<file path="config.mk">
export PLATFORM = sky130hd
export DESIGN_NAME = rrf_ctrl
export DESIGN_NICKNAME = d
export VERILOG_FILES = /design/src/sv/rrf_pkg.sv /design/src/sv/rrf_ctrl.sv
export SDC_FILE = /design/constraint.sdc
export NUM_CORES = 1
export LEC_CHECK = 0
export ABC_AREA = 1
export BUFFER_PORTS_ARGS = -buffer_cell sky130_fd_sc_hd__buf_2
export CORE_AREA = 2 2 39 41
export CTS_BUF_LIST = sky130_fd_sc_hd__clkbuf_4 sky130_fd_sc_hd__clkbuf_8 sky130_fd_sc_hd__clkbuf_16
export CTS_CLUSTER_DIAMETER = 80
export DETAILED_ROUTE_END_ITERATION = 8
export DIE_AREA = 0 0 41 43
export HOLD_SLACK_MARGIN = 0.06
export PLACE_DENSITY = 0.8
export SLEW_MARGIN = 20
export SYNTH_ARGS = -nofsm -noshare
export SYNTH_HDL_FRONTEND = slang
export SYNTH_SLANG_ARGS = --single-unit
</file>
<file path="constraint.sdc">
create_clock -name clock -period 2.6 [get_ports clock]
set_clock_uncertainty 0.1 [all_clocks]
set_input_delay 0.78 -clock clock [delete_from_list [all_inputs] [get_ports clock]]
set_output_delay 0.78 -clock clock [all_outputs]
set_load 0.02 [all_outputs]
</file>
<file path="src/sv/rrf_pkg.sv">
package rrf_pkg;

   localparam int MAX_TOP_DEFAULT     = 32;
   localparam int TABLE_DEPTH_DEFAULT = 128;

   localparam int DOC_W    = 64;
   localparam int SCORE_W  = 26;
   localparam int QUO_W    = 25;
   localparam int OFFSET_W = 10;
   localparam int COUNT_W  = 6;
   localparam int CSR_W    = 10;

   localparam logic [SCORE_W-1:0] SCORE_CAP     = 26'd33554432;
   localparam logic [OFFSET_W-1:0] OFFSET_RESET = 10'd60;
   localparam logic [COUNT_W-1:0] COUNT_RESET   = 6'd10;

   localparam logic [1:0] REQ_LEXICAL = 2'd0;
   localparam logic [1:0] REQ_VECTOR  = 2'd1;
   localparam logic [1:0] REQ_FINISH  = 2'd2;

   localparam logic CSR_RANK_OFFSET  = 1'b0;
   localparam logic CSR_RESULT_COUNT = 1'b1;

   typedef struct packed {
      logic load;
      logic scan_init;
      logic div_step;
      logic scan;
      logic select;
      logic write_hit;
      logic write_new;
      logic emit_load;
      logic clear;
   } rrf_cmd_type;

   typedef struct packed {
      logic entry_ok;
      logic is_finish;
      logic emit_empty;
      logic div_last;
      logic hit;
      logic scan_done;
      logic rsp_free;
      logic last;
   } rrf_status_type;

endpackage

</file>
<file path="src/sv/rrf_ctrl.sv">
module rrf_ctrl (
   input  logic                    clock,
   input  logic                    reset,
   input  logic                    req_valid,
   output logic                    req_ready,
   input  rrf_pkg::rrf_status_type st,
   output rrf_pkg::rrf_cmd_type    cmd
);
   import rrf_pkg::*;

   typedef enum logic [7:0] {
      ST_IDLE   = 8'b00000001,
      ST_DIVIDE = 8'b00000010,
      ST_SEARCH = 8'b00000100,
      ST_UPDATE = 8'b00001000,
      ST_INSERT = 8'b00010000,
      ST_SELECT = 8'b00100000,
      ST_EMIT   = 8'b01000000,
      ST_CLEAR  = 8'b10000000
   } state_type;

   state_type state_ff, state_in;

   always_ff @(posedge clock) begin
      if (reset) begin
         state_ff <= ST_IDLE;
      end else begin
         state_ff <= state_in;
      end
   end

   always_comb begin
      state_in  = state_ff;
      cmd       = '0;
      req_ready = 1'b0;
      case (state_ff)
         ST_IDLE: begin
            req_ready = 1'b1;
            if (req_valid) begin
               cmd.load = 1'b1;
               if (st.entry_ok) begin
                  state_in = ST_DIVIDE;
               end else if (st.is_finish) begin
                  if (st.emit_empty) begin
                     state_in = ST_CLEAR;
                  end else begin
                     cmd.scan_init = 1'b1;
                     state_in      = ST_SELECT;
                  end
               end
            end
         end
         ST_DIVIDE: begin
            cmd.div_step = 1'b1;
            if (st.div_last) begin
               cmd.scan_init = 1'b1;
               state_in      = ST_SEARCH;
            end
         end
         ST_SEARCH: begin
            cmd.scan = 1'b1;
            if (st.hit) begin
               state_in = ST_UPDATE;
            end else if (st.scan_done) begin
               state_in = ST_INSERT;
            end
         end
         ST_UPDATE: begin
            cmd.write_hit = 1'b1;
            state_in      = ST_IDLE;
         end
         ST_INSERT: begin
            cmd.write_new = 1'b1;
            state_in      = ST_IDLE;
         end
         ST_SELECT: begin
            cmd.scan   = 1'b1;
            cmd.select = 1'b1;
            if (st.scan_done) begin
               state_in = ST_EMIT;
            end
         end
         ST_EMIT: begin
            if (st.rsp_free) begin
               cmd.emit_load = 1'b1;
               if (st.last) begin
                  state_in = ST_CLEAR;
               end else begin
                  cmd.scan_init = 1'b1;
                  state_in      = ST_SELECT;
               end
            end
         end
         ST_CLEAR: begin
            cmd.clear = 1'b1;
            state_in  = ST_IDLE;
         end
         default: begin
            state_in = ST_IDLE;
         end
      endcase
   end

endmodule

</file>
==> reports/results.tsv <==
metric	value	unit
placed wire-length estimate after detailed placement	1160	um
max-cap violation count	0	
arrival time of the worst setup path	1.59	ns
Non-Filler Instances	140	
setup TNS	0	ns
max FFs per register	8	
largest buffer count on any clock path	2	
DRC violations left	0	
final number of setup-violating endpoints	0	
delay-heaviest family, CP	buffers and inverters	
min Tclk post-route	2.47	ns
starting density of the core	47.1	%
critical path startpoint	st[7]	
worst-case reg-to-reg path depth	10	
clock tree root driver cell	sky130_fd_sc_hd__clkbuf_4	
die height	43	um
setup repair after global routing missed its margin	false	
CTS tree	built	
biggest area consumer among synthesized cells	sky130_fd_sc_hd__dfxtp_1	
Core Region	1380	um^2
largest cells by area after synthesis	sky130_fd_sc_hd__dfxtp_1 (25%), sky130_fd_sc_hd__nand2_1 (10%), sky130_fd_sc_hd__nor2_1 (9.8%), sky130_fd_sc_hd__inv_1 (9.2%), sky130_fd_sc_hd__nand2_4 (6.9%)	
Hold Slack	0.424	ns
vias in the first global route	622	
count of pins on the block boundary	21	
Max stage delay on crit path	0.16	ns
critical-path maximum fanout	4	
capture instance of the worst register-to-register path	state_ff[1]$_SDFFE_PP0P_	
post-route worst setup slack	0.134	ns
fraction of registers with async set or reset after synthesis	0	%
initial antenna violation count	0	
FF-to-FF Start	state_ff[6]$_SDFFE_PP0P_	
minimum setup slack after placement	0.0905	ns
highest-count cells in the layout ignoring fill and taps	sky130_fd_sc_hd__buf_2 (20), sky130_fd_sc_hd__nand2_1 (18), sky130_fd_sc_hd__nor2_1 (17)	
detailed-route via count	671	
total number of yosys warnings	0	
Worst R2R Setup Slack	1.15	ns
post-synth net total	111	
hold-fix buffer count after cts	0	
dpl cells	137	
transition time at the pin with the least slew margin	0.237	ns
Nets	137	
global placement routability congestion	0.777	
count of state elements after synthesis	8	
clock sink count	8	
count of unique library cells instantiated by Yosys	23	
total power divided by cell area	1140	nW/um^2
count of input and output buffers	20	
Cell Area, Synth	652	um^2
number of standard cells after synthesis	100	
number of buffers created by CTS	3	
Hold Path End	state_ff[1]$_SDFFE_PP0P_	
CP Buf/Inv Count	3	
Setup crit start kind	input port	
static leakage power	0.448	nW
Finished Core Util	58.0	%
worst min-delay path category	flop to flop	
area share of the largest cell type after synthesis	24.6	%
x dimension of the die	41	um
Critical Path End Type	primary output	
post-synthesis area per instance	6.52	um^2
global-route wire length before repair	2410	um
number of inserted diodes	0	
number of pins exceeding their max-slew limit in the final report	0	
DR WL/cell	9.89	um
cell-by-cell trace of the critical path	buf_2 -> o21ai_1 -> nand3_2 -> nand3_2 -> inv_2 -> nand2_2 -> o21ai_1 -> buf_2	
largest register by flop count	state_ff	
portion of the post-synthesis area used by sequential elements	24.6	%
clock latency on the worst-skew pair	0.26	ns
Hold Fails Final Rpt	0	
die area	1760	um^2
ys flop type	sky130_fd_sc_hd__dfxtp_1	
number of vias per cell after detailed routing	4.79	
WS Path Type	input port to primary output	
post-route clock period utilization	94.8	%
endpoint required time on the critical path	1.72	ns
count of flip-flops with a built-in enable after synthesis	0	
fmax	406	MHz
total congestion overflow after global routing	0	
Pre-Repair DR Iteration Count	4	
Hold Path Cell Cnt	2	
slowest cell on the critical path	sky130_fd_sc_hd__o21ai_1	
share of cells above drive strength 1	40.3	%
clock-pin slew of the registers on the worst-case setup and hold paths	0.05	ns
Routed Wire Length	1390	um
worst vdd ir	0.000615	V
min-delay src	state_ff[1]$_SDFFE_PP0P_	
growth of design area from synthesis to finish	23.0	%
total number of H-tree levels	1	
registers with the most flip-flops	state_ff x8	
status	complete, no violations	
initial DRC count	12	
most common cell after layout, fill and taps aside	sky130_fd_sc_hd__buf_2	
Std-Cell Rows	14	
largest net degree at the start of global routing	7	
Antenna Nets Post-Route	0	
worst relative slew slack	84.0	%
total track usage	20.3	%
[timing repair]
item,CTS,global route
endpoints found under the setup margin,0,1
resized for setup,0,1
setup buffers,0,0
[tightest hold or removal path: stages (launching register included)]
cell	delay [ns]
sky130_fd_sc_hd__dfxtp_1	0.33
sky130_fd_sc_hd__nor2_1	0.11
sky130_fd_sc_hd__nor2_1	0.05
[synth_stat cells (2+ instances only)]
library cell / instances
sky130_fd_sc_hd__nand2_1: 18
sky130_fd_sc_hd__nor2_1: 17
sky130_fd_sc_hd__inv_1: 16
sky130_fd_sc_hd__dfxtp_1: 8
sky130_fd_sc_hd__inv_2: 8
sky130_fd_sc_hd__nand2_4: 4
sky130_fd_sc_hd__nand3_1: 4
sky130_fd_sc_hd__nand2_2: 3
sky130_fd_sc_hd__nand3_2: 3
sky130_fd_sc_hd__nor2_4: 3
sky130_fd_sc_hd__nor4_1: 3
sky130_fd_sc_hd__nor3_1: 2
[per-stage QoR]
stage | total power [mW] | area [um^2]
CTS | 0.916 | 802
global placement | 0.801 | 779
floorplan | 0.675 | 652
detailed placement | 0.814 | 779
global route | 0.999 | 802
finish | 0.912 | 802
[per-layer routing]
metal	share of wire (%)	global-route usage [%]	vias to the layer above	routed length [um]
met1	41	22.6	295	564
met4	1.8	10.7	0	25
met3	5.9	5.76	6	82
li1	-	-	350	-
met2	51	32.8	20	713
met5	0	0	-	0
[where the power goes]
part           switching [mW]  total (mW)  internal [mW]
Sequential             0.0300       0.186          0.156
Combinational           0.409       0.631          0.222
Clock                  0.0416      0.0944         0.0528
[cell families after synthesis]
logic type | count (synthesis) | synth area share (%)
AND/OR/NAND/NOR | 61 | 54.9
buffers and inverters | 25 | 14.6
flip-flops | 8 | 24.6
AO/OA/AOI/OAI | 6 | 5.95
[layout make-up]
cell class                      instances  area, um^2
Sequential cell                         8         160
Tap cell                               16        20.0
Timing Repair Buffer                   21         108
Inverter                               25        95.1
Fill cell                             141         582
Multi-Input combinational cell         67         397
Clock buffer                            3        22.5
[how the worst max path moves through the flow]
stage                  end  slack [ns]  depth (start not counted)
floorplan           cmd[7]        0.21                          6
global placement    cmd[7]        0.11                          8
detailed placement  cmd[7]        0.09                          8
CTS                 cmd[7]        0.08                          8
global route        cmd[7]        0.05                          8
finish              cmd[7]        0.13                          8
Note: power is estimated with default switching activity, not from simulation.
